**src/design/pitm_pkg.sv**
```systemverilog
// Shared types, widths and codes of the point-in-triangle mesh test.
package pitm_pkg;

   localparam int CW        = 16;            // coordinate width, Q4.12
   localparam int MAX_TRI   = 64;            // triangle table depth
   localparam int SLOT_W    = 6;             // table address width
   localparam int CNT_W     = 7;             // triangle count register width
   localparam int TOL_W     = 25;            // area tolerance width
   localparam int SQ_W      = 2 * CW + 1;    // squared side length, Q.24
   localparam int LEN_W     = CW + 1;        // side length, Q.12
   localparam int SUM_W     = LEN_W + 2;     // perimeter sum, Q.12
   localparam int T_W       = SUM_W + 2;     // signed s - 2*l
   localparam int MUL_W     = SUM_W;         // multiplier operand width
   localparam int HALF_W    = MUL_W;         // partial product split point
   localparam int PROD_W    = 2 * MUL_W;     // multiplier product width
   localparam int RAD_W     = 2 * PROD_W;    // Heron product, Q.48
   localparam int ROOT_W    = PROD_W;        // root of the Heron product
   localparam int AREA_W    = ROOT_W - 2;    // area, Q12.24
   localparam int EXC_W     = AREA_W + 4;    // signed area excess
   localparam int ITER_W    = 6;             // square root step counter
   localparam int SIDE_N    = 6;             // side lengths per triangle

   localparam logic [CNT_W-1:0] TRI_COUNT_RESET = CNT_W'(44);
   localparam logic [TOL_W-1:0] TOL_RESET       = TOL_W'(83886);

   // request kinds
   localparam logic REQ_LOAD  = 1'b0;
   localparam logic REQ_QUERY = 1'b1;

   // register indexes
   localparam logic CSR_TRIANGLE_COUNT = 1'b0;
   localparam logic CSR_AREA_TOLERANCE = 1'b1;

   // side indexes
   localparam logic [2:0] SIDE_AB = 3'd0;
   localparam logic [2:0] SIDE_BC = 3'd1;
   localparam logic [2:0] SIDE_AC = 3'd2;
   localparam logic [2:0] SIDE_AP = 3'd3;
   localparam logic [2:0] SIDE_BP = 3'd4;
   localparam logic [2:0] SIDE_CP = 3'd5;

   // Heron area indexes
   localparam logic [1:0] HERON_ABP = 2'd0;
   localparam logic [1:0] HERON_BCP = 2'd1;
   localparam logic [1:0] HERON_ACP = 2'd2;
   localparam logic [1:0] HERON_ABC = 2'd3;

   typedef struct packed {
      logic signed [CW-1:0] z;
      logic signed [CW-1:0] x;
   } point_type;

   typedef struct packed {
      point_type c;
      point_type b;
      point_type a;
   } tri_type;

   typedef struct packed {
      logic start;
      logic short_mode;
   } sqrt_ctl_type;

   typedef enum logic [3:0] {
      ST_IDLE,
      ST_READ,
      ST_SIDE_X,
      ST_SIDE_Z,
      ST_SIDE_SQ,
      ST_SIDE_WAIT,
      ST_HERON_PREP,
      ST_HERON_M1,
      ST_HERON_M2,
      ST_HERON_M3,
      ST_HERON_PP,
      ST_HERON_SQ,
      ST_HERON_WAIT,
      ST_HERON_ACC,
      ST_NEXT,
      ST_DONE
   } state_type;

endpackage

```
**src/design/pitm_sqrt.sv**
```systemverilog
// Shared integer square root, one root bit per cycle.
module pitm_sqrt (
   input  logic                        clock,
   input  logic                        reset,
   input  pitm_pkg::sqrt_ctl_type      ctl,
   input  logic [pitm_pkg::RAD_W-1:0]  radicand,
   output logic                        done,
   output logic [pitm_pkg::ROOT_W-1:0] root
);

   localparam int REM_W = pitm_pkg::ROOT_W + 2;
   localparam int PRE_SHIFT = 2 * (pitm_pkg::ROOT_W - pitm_pkg::LEN_W);

   logic [pitm_pkg::RAD_W-1:0]  rad_ff, rad_in;
   logic [REM_W-1:0]            rem_ff, rem_in;
   logic [pitm_pkg::ROOT_W-1:0] root_ff, root_in;
   logic [pitm_pkg::ITER_W-1:0] cnt_ff, cnt_in;
   logic                        busy_ff, busy_in;
   logic                        done_ff, done_in;
   logic [REM_W-1:0]            rem_sh;
   logic [REM_W-1:0]            trial;

   always_comb begin
      rem_sh  = {rem_ff[pitm_pkg::ROOT_W-1:0], rad_ff[pitm_pkg::RAD_W-1 -: 2]};
      trial   = {root_ff, 2'b01};
      rad_in  = rad_ff;
      rem_in  = rem_ff;
      root_in = root_ff;
      cnt_in  = cnt_ff;
      busy_in = busy_ff;
      done_in = 1'b0;
      if (ctl.start) begin
         // align a short radicand so its top pair enters first
         rad_in  = ctl.short_mode ? (radicand << PRE_SHIFT) : radicand;
         rem_in  = '0;
         root_in = '0;
         cnt_in  = ctl.short_mode ? pitm_pkg::ITER_W'(pitm_pkg::LEN_W)
                                  : pitm_pkg::ITER_W'(pitm_pkg::ROOT_W);
         busy_in = 1'b1;
      end else if (busy_ff) begin
         rad_in = rad_ff << 2;
         if (rem_sh >= trial) begin
            rem_in  = rem_sh - trial;
            root_in = {root_ff[pitm_pkg::ROOT_W-2:0], 1'b1};
         end else begin
            rem_in  = rem_sh;
            root_in = {root_ff[pitm_pkg::ROOT_W-2:0], 1'b0};
         end
         cnt_in = cnt_ff - 1'b1;
         if (cnt_ff == pitm_pkg::ITER_W'(1)) begin
            busy_in = 1'b0;
            done_in = 1'b1;
         end
      end
   end

   always_ff @(posedge clock) begin
      if (reset) begin
         busy_ff <= 1'b0;
         done_ff <= 1'b0;
         cnt_ff  <= '0;
      end else begin
         busy_ff <= busy_in;
         done_ff <= done_in;
         cnt_ff  <= cnt_in;
      end
   end

   always_ff @(posedge clock) begin
      rad_ff  <= rad_in;
      rem_ff  <= rem_in;
      root_ff <= root_in;
   end

   assign done = done_ff;
   assign root = root_ff;

endmodule
```
**config.mk**
```make
export PLATFORM = sky130hd
export DESIGN_NAME = pitm_sqrt
export DESIGN_NICKNAME = d
export VERILOG_FILES = /design/src/design/pitm_pkg.sv /design/src/design/pitm_sqrt.sv
export SDC_FILE = /design/constraint.sdc
export NUM_CORES = 1
export LEC_CHECK = 0
export BUFFER_PORTS_ARGS = -buffer_cell sky130_fd_sc_hd__buf_2
export CAP_MARGIN = 25
export CELL_PAD_IN_SITES_DETAIL_PLACEMENT = 2
export CELL_PAD_IN_SITES_GLOBAL_PLACEMENT = 2
export CORE_MARGIN = 2
export CORE_UTILIZATION = 36
export CTS_BUF_LIST = sky130_fd_sc_hd__clkbuf_16
export CTS_CLUSTER_SIZE = 12
export DETAILED_ROUTE_END_ITERATION = 10
export GPL_TIMING_DRIVEN = 0
export PLACE_DENSITY_LB_ADDON = 0.3
export SETUP_SLACK_MARGIN = 0.3
export SYNTH_ARGS = -nofsm -noshare
export SYNTH_HDL_FRONTEND = slang
export SYNTH_SLANG_ARGS = --single-unit
```
**constraint.sdc**
```tcl
create_clock -name clock -period 3.9 [get_ports clock]
set_input_delay 0.195 -clock clock [delete_from_list [all_inputs] [get_ports clock]]
set_output_delay 0.195 -clock clock [all_outputs]
set_load 0.05 [all_outputs]
```
==> results.txt, run 1 <==
Reg2Reg Setup Slack: 500 ps
Non-Filler Instances: 1496
Net Count, Synth: 1139
Slew HR: 38.8%
H-tree levels: 4
Mapped cell area: 9170 um2
Synthesis Warnings: 0
Post-CTS Hold Buffers: 0
Post-route clock period utilization: 87.3%
Netlist cell types: 57
Skew final: 13.0 ps
Port Buffer Count: 116
Die Y: 164 um
Site row count: 58
Die footprint: 26800 um2
Leading area contributor after synthesis: edfxtp_1
Multi-input gate area: 4600 um2
Root Buffer: clkbuf_16
R2r startpoint: root[11]
Routed WL per cell: 20.5 um
Pwr dens: 698 nW/um2
Number of flops mapped to enable cells by yosys: 76
Util after Layout: 43.1%
Ports: 119
Largest net degree at the start of global routing: 48
Hold Crit Class: primary input to flop
DR iter-0 viols: 398
Initial DRT Pass Iterations: 5
Nets@finish: 1275
Worst path arrival time: 3690 ps
Hold Path Sink: busy_ff
Crit path max fanout: 6
Clk Latency, worst-skew pair: 450 ps
GRT Overall Usage: 23.3%
Antenna diodes: 0
Pre-CTS setup slack: 520 ps
Hold WS: 41.3 ps
Die width: 164 um
RSZ-0062 raised after global routing: false
Setup violators final: 0
Clk pin slew, worst setup/hold paths: 80 ps
CP startpoint kind: flop
Final GP Congestion: 0.817
Synth async-reset ratio: 0%
Reg2reg end: rem_ff[36]
Synth top area share: 24.9%
Tmin final: 3400 ps
Mapped Cells: 1017
Area Growth Syn to Fin: 18.1%
Setup CP Type: flop to flop
Max-Cap Viols: 0
Setup bufs post-CTS: 0
Leakage: 0.00459 uW
Status: completed
Total power: 7550 uW
Post-synthesis register bit count: 160
CTS tree: done
Initial Util: 36.5%
Peak Freq: 0.294 GHz
Post-detailed-route count of antenna-violating nets: 0
Register area: 3960 um2
Seq/Total Area, Yosys: 43.2%
DR vias: 8063
Resize count post-CTS: 0
Worst r2r path cells: 12
CORE AREA: 25100 um2
Placed insts: 1464
Final setup margin: 496 ps
Initial antenna violation count: 0
DR DRC count: 0
Sink Count: 160
Max IR drop VDD: 0.000310 V
Hold Path Cell Cnt: 2
Routed WL: 30700 um
Avg Cell Area, Syn: 9.01 um2
Area contributors post-synth: edfxtp_1 25%, dfxtp_1 18%, mux2i_1 10%
Vias in the first global route: 8625
CP endpoint kind: flop
Final count of hold timing violations: 0
DPL Wire Length: 22100 um
Worst Max-Slew Pin Slew: 917 ps
Beginning of the worst hold path: reset
Critical path data required time: 4180 ps
Global-route wire length before repair: 48200 um
Via density per instance: 5.39
Final slew viol count: 0
GRT overflow: 0
Fill cell count: 2825
Layout cells sized above 1: 14.5%
Synth Flop Type: dfxtp_1
Clock Tree Buf Depth: 2
Number of buffers created by CTS: 17
[how the worst max path moves through the flow]
stage / startpoint / endpoint / slack, ps / depth (start not counted)
global placement: busy_ff / rad_ff[23] / -410 / 5
finish: root[11] / rem_ff[36] / 500 / 12
detailed placement: root[8] / rem_ff[37] / 520 / 12
global route: root[31] / rem_ff[27] / 300 / 13
CTS: root[0] / rem_ff[19] / 420 / 12
floorplan: root[7] / rem_ff[34] / 720 / 13
[cell usage after synthesis, drive strengths merged (16+ instances only)]
cell type	n
mux2i	94
a211oi	30
a21oi	82
xnor2	20
ha	42
edfxtp	76
o21ai	70
nand2	79
dfxtp	84
clkbuf	46
nor2	125
inv	99
a21o	16
[layout by cell type (no fill, tap or decap), types with 14 or more instances in the layout]
master / synthesis / routed
a21oi_1: 82 / 82
a211oi_1: 30 / 29
edfxtp_1: 76 / 76
a21o_1: 16 / 16
inv_1: 99 / 98
nand2_1: 78 / 78
xor2_1: 14 / 14
ha_1: 42 / 42
buf_2: 2 / 118
o21a_1: 14 / 14
mux2i_1: 94 / 94
o21ai_0: 67 / 65
xnor2_1: 20 / 20
clkbuf_1: 46 / 46
dfxtp_1: 84 / 84
clkbuf_16: 0 / 17
nor2_1: 124 / 124
[logic make-up (layout without fill, tap and decap cells)]
family / after synthesis / after routing / synth area share [%]
and+or+nand+nor: 269 / 269 / 12.8
AOI/OAI and AO/OA: 257 / 257 / 17.7
DFF: 160 / 160 / 43.2
buffers and inverters: 159 / 308 / 6.83
muxes: 96 / 96 / 10.5
adders and majority gates: 42 / 42 / 5.73
xor gates and xnor gates: 34 / 34 / 3.25
[layer usage]
layer  vias up  share of wire [%]  GRT usage [%]
li1       3840                  -              -
met1      4063                 46           31.3
met2       133                 50           40.0
met3        27                2.8           3.25
met4         0                1.3           5.22
met5         -                  0              0
[layout make-up]
cell class,instances,area share [%]
Clock buffer,17,3.93
Timing Repair Buffer,117,5.62
Clock inverter,15,1.69
Inverter,99,3.46
Multi-Input combinational cell,698,42.5
Tap cell,330,3.82
Buffer,60,2.35
Sequential cell,160,36.6
[registers in the layout, summed over array words and instances (netlist names)]
| register | count |
|---|---|
| busy_ff | 1 |
| root | 38 |
| done | 1 |
| rem_ff | 38 |
| rad_ff | 76 |
| cnt_ff | 6 |
[power by group]
group	leakage (uW)	total [uW]	internal [uW]	switching (uW)
registers	0.00146	2130	1980	150
logic	0.00284	3690	1450	2250
clock network	0.000294	1730	873	860
total	0.00459	7550	4300	3260
[worst max-delay path, cell delays in order (launching register included)]
cell and delay [ps]:
dfxtp_1 380, inv_1 70, ha_1 380, a21oi_1 280
o21ai_1 120, a221o_1 330, a31o_2 280, o21ba_1 220
or2_1 250, buf_6 150, a21o_1 200, a311oi_1 400
o221ai_1 210
[per-stage QoR]
stage | instance area [um2] | setup TNS [ps]
after floorplan | 9170 | 0
after global placement | 10200 | -30780
after detailed placement | 10200 | 0
after CTS | 10800 | 0
after global routing | 10800 | 0
final | 10800 | 0
(Power assumes the default switching activity.)
==> inputs of run 2 (changes only) <==
--- a/config.mk
+++ b/config.mk
@@ -5,16 +5,18 @@
 export SDC_FILE = /design/constraint.sdc
 export NUM_CORES = 1
 export LEC_CHECK = 0
+export ABC_AREA = 1
 export BUFFER_PORTS_ARGS = -buffer_cell sky130_fd_sc_hd__buf_2
 export CAP_MARGIN = 25
 export CELL_PAD_IN_SITES_DETAIL_PLACEMENT = 2
 export CELL_PAD_IN_SITES_GLOBAL_PLACEMENT = 2
 export CORE_MARGIN = 2
-export CORE_UTILIZATION = 36
+export CORE_UTILIZATION = 33
 export CTS_BUF_LIST = sky130_fd_sc_hd__clkbuf_16
 export CTS_CLUSTER_SIZE = 12
 export DETAILED_ROUTE_END_ITERATION = 10
 export GPL_TIMING_DRIVEN = 0
+export MAX_ROUTING_LAYER = met4
 export PLACE_DENSITY_LB_ADDON = 0.3
 export SETUP_SLACK_MARGIN = 0.3
 export SYNTH_ARGS = -nofsm -noshare
==> constraint.sdc (replaced) <==
create_clock -name clock -period 3.7 [get_ports clock]
set_input_delay 0.185 -clock clock [delete_from_list [all_inputs] [get_ports clock]]
set_output_delay 0.185 -clock clock [all_outputs]
set_load 0.05 [all_outputs]
==> results.txt, run 2 <==
Worst path arrival time: 3410 ps (was 3690 ps)
Die width: 174 um (was 164 um)
Synthesis Warnings: 0 (unchanged)
Post-synthesis register bit count: 160 (unchanged)
Status: completed (unchanged)
Clk pin slew, worst setup/hold paths: 90 ps (was 80 ps)
Routed WL per cell: 18.9 um (was 20.5 um)
Nets@finish: 1610 (was 1275)
Final count of hold timing violations: 0 (unchanged)
Die Y: 174 um (was 164 um)
Die footprint: 30300 um2 (was 26800 um2)
Post-route clock period utilization: 82.9% (was 87.3%)
Simple-gate share of the synthesized area: 29.1% (was 12.8%)
Vias in the first global route: 10476 (was 8625)
Synth cell count leaders: 489 x nand2_1, 205 x inv_1, 105 x nor2_1 (was 124 x nor2_1, 99 x inv_1, 94 x mux2i_1)
Final setup margin: 633 ps (was 496 ps)
Setup violators final: 0 (unchanged)
Pwr dens: 1120 nW/um2 (was 698 nW/um2)
H-tree levels: 4 (unchanged)
Post-detailed-route count of antenna-violating nets: 0 (unchanged)
Mapped Cells: 1349 (was 1017)
Leading area contributor after synthesis: edfxtp_1 (unchanged)
DR vias: 9451 (was 8063)
Hold WS: 19.0 ps (was 41.3 ps)
Max-Cap Viols: 0 (unchanged)
Resize count post-CTS: 0 (unchanged)
Leakage: 0.00557 uW (was 0.00459 uW)
Number of buffers created by CTS: 17 (unchanged)
Final GP Congestion: 0.929 (was 0.817)
Largest register FFs: 76 (unchanged)
Reg2Reg Setup Slack: 630 ps (was 500 ps)
CORE AREA: 28500 um2 (was 25100 um2)
Commonest cells after routing, fill and taps aside: 489 x nand2_1, 205 x inv_1, 119 x buf_2 (was 124 x nor2_1, 118 x buf_2, 98 x inv_1)
Root Buffer: clkbuf_16 (unchanged)
CP top delay family: compound AO/OA/AOI/OAI gates (unchanged)
Slowest cell on crit path: a21oi_1 (was a311oi_1)
DR iter-0 viols: 416 (was 398)
CTS tree: done (unchanged)
GRT Overall Usage: 24.8% (was 23.3%)
Setup tns final: 0 ps (unchanged)
DR DRC count: 0 (unchanged)
Comb pwr share: 66.9% (was 48.9%)
CP max stage delay: 590 ps (was 400 ps)
Initial antenna violation count: 0 (unchanged)
Sequential share of power: 18.3% (was 28.2%)
Largest net degree at the start of global routing: 64 (was 48)
Post-Synth XOR/XNOR Area: 1.84% (was 3.25%)
Port Buffer Count: 118 (was 116)
Synth top area share: 23.9% (was 24.9%)
Initial DRT Pass Iterations: 4 (was 5)
Antenna diodes: 0 (unchanged)
Area contributors post-synth: edfxtp_1 24%, nand2_1 19%, dfxtp_1 18% (was edfxtp_1 25%, dfxtp_1 18%, mux2i_1 10%)
Hold Path Cell Cnt: 3 (was 2)
DPL Wire Length: 27600 um (was 22100 um)
Site row count: 62 (was 58)
Via density per instance: 5.01 (was 5.39)
Levels on crit path: 11 (was 12)
Commonest non-fill, non-tap cell in the layout: nand2_1 (was nor2_1)
CP endpoint kind: flop (unchanged)
Clk Latency, worst-skew pair: 450 ps (about the same)
GRT overflow: 0 (unchanged)
Post-CTS Hold Buffers: 1 (was 0)
Seq/Total Area, Yosys: 41.6% (was 43.2%)
Peak Freq: 0.326 GHz (was 0.294 GHz)
Portion of netlist area occupied by mux cells: 0% (was 10.5%)
Routed WL: 35600 um (was 30700 um)
Area Growth Syn to Fin: 18.0% (was 18.1%)
Final slew viol count: 0 (unchanged)
Sw Pwr: 7040 uW (was 3260 uW)
Mapped cell area: 9540 um2 (was 9170 um2)
RSZ-0062 raised after global routing: false (unchanged)
Reg2reg end: rem_ff[32] (was rem_ff[36])
Int Pwr: 5620 uW (was 4300 uW)
Net Count, Synth: 1471 (was 1139)
Sink Count: 160 (unchanged)
Setup CP Type: flop to flop (unchanged)
Adder-Cell Fraction of Synth Area: 5.51% (was 5.73%)
Most common cell in the netlist: nand2_1 (was nor2_1)
Placed insts: 1852 (was 1464)
Max IR drop VDD: 0.000567 V (was 0.000310 V)
Clock Tree Buf Depth: 2 (unchanged)
Synth async-reset ratio: 0% (unchanged)
Global-route wire length before repair: 56900 um (was 48200 um)
Worst r2r path cells: 11 (was 12)
Skew final: 13.9 ps (was 13.0 ps)
Top reg by flops: rad_ff (unchanged)
Slew HR: 44.3% (was 38.8%)
Avg Cell Area, Syn: 7.07 um2 (was 9.01 um2)
Hold Path Sink: rad_ff[48] (was busy_ff)
Beginning of the worst hold path: radicand[48] (was reset)
Pre-CTS setup slack: 727 ps (was 520 ps)
Crit-path cells: inv_1, ha_1, a21oi_1, nand2_1, a21oi_1, nand2_1, a21oi_1, buf_4, nand4_1, nand3_1, nand2_1 (was inv_1, ha_1, a21oi_1, o21ai_1, a221o_1, a31o_2, o21ba_1, or2_1, buf_6, a21o_1, a311oi_1, o221ai_1)
Layout cells sized above 1: 11.1% (was 14.5%)
Initial Util: 33.4% (was 36.5%)
Ports: 119 (unchanged)
Number of flops mapped to enable cells by yosys: 76 (unchanged)
Switching share of total power: 55.6% (was 43.1%)
Hold Crit Class: primary input to flop (unchanged)
Tmin final: 3070 ps (was 3400 ps)
Setup bufs post-CTS: 0 (unchanged)
Netlist cell types: 38 (was 57)
Clock power share: 14.7% (was 22.9%)
Synth Flop Type: dfxtp_1 (unchanged)
CP startpoint kind: flop (unchanged)
R2r startpoint: root[21] (was root[11])
Non-Filler Instances: 1885 (was 1496)
Crit path max fanout: 10 (was 6)
Fill cell count: 3514 (was 2825)
Critical path data required time: 4050 ps (was 4180 ps)
Buffer and inverter count on the worst path: 2 (unchanged)
Post-synthesis compound-gate area fraction: 11.7% (was 17.7%)
Worst Max-Slew Pin Slew: 833 ps (was 917 ps)
Largest family of logic cells by synthesized area: simple AND/OR/NAND/NOR gates (was compound AO/OA/AOI/OAI gates)
[run 2: kinds of logic after synthesis]
logic type / Yosys count
and+or+nand+nor: 690
buffers and inverters: 251
AOI/OAI and AO/OA: 186
DFF: 160
adders and majority gates: 42
xor gates and xnor gates: 20
[run 2: per-stage QoR]
stage / total power (uW) / util [%] / instance area (um2)
after floorplan: 8000 / - / 9540
after global placement: 10400 / 37.2 / 10600
after detailed placement: 10800 / 37.3 / 10600
after CTS: 12800 / 39.4 / 11300
after global routing: 13800 / 39.4 / 11300
final: 12700 / 39.4 / 11300
[run 2: worst min-delay path: cells and delay by family]
kind	cells	cell delay, ps
and+or+nand+nor	1	40
AOI/OAI and AO/OA	1	70
buffers and inverters	1	70
[run 2: power by group through the flow]
stage	logic (uW)	clock network (uW)	registers, uW
floorplan	5680	0	2320
global placement	8030	0	2350
detailed placement	8390	0	2360
CTS	8530	1910	2320
global route	9530	1970	2350
finish	8480	1870	2320
[run 2: worst max path at each step]
stage	slack (ps)	end	startpoint
6_report	630	rem_ff[32]	root[21]
5_1_grt	430	rem_ff[32]	root[21]
4_1_cts	720	rem_ff[32]	root[21]
3_5_place_dp	730	rem_ff[32]	root[21]
3_3_place_gp	-1000	rad_ff[47]	busy_ff
2_1_floorplan	380	rad_ff[0]	busy_ff
[run 2: cell type report]
cell class	instances	area (um2)	share of cell area [%]
well taps	384	480	4.27
repair buffers	120	628	5.58
multi-input cells	938	4590	40.8
inverters	207	777	6.90
clock buffers	17	425	3.78
plain buffers	44	205	1.82
clock inverters	15	183	1.62
flip-flops and latches	160	3960	35.2
[run 2: per-layer routing]
layer | part of all wire, % | track usage (%)
met4 | 2.0 | 6.97
met3 | 3.7 | 3.83
met5 | 0 | -
met1 | 44 | 29.3
met2 | 50 | 43.6
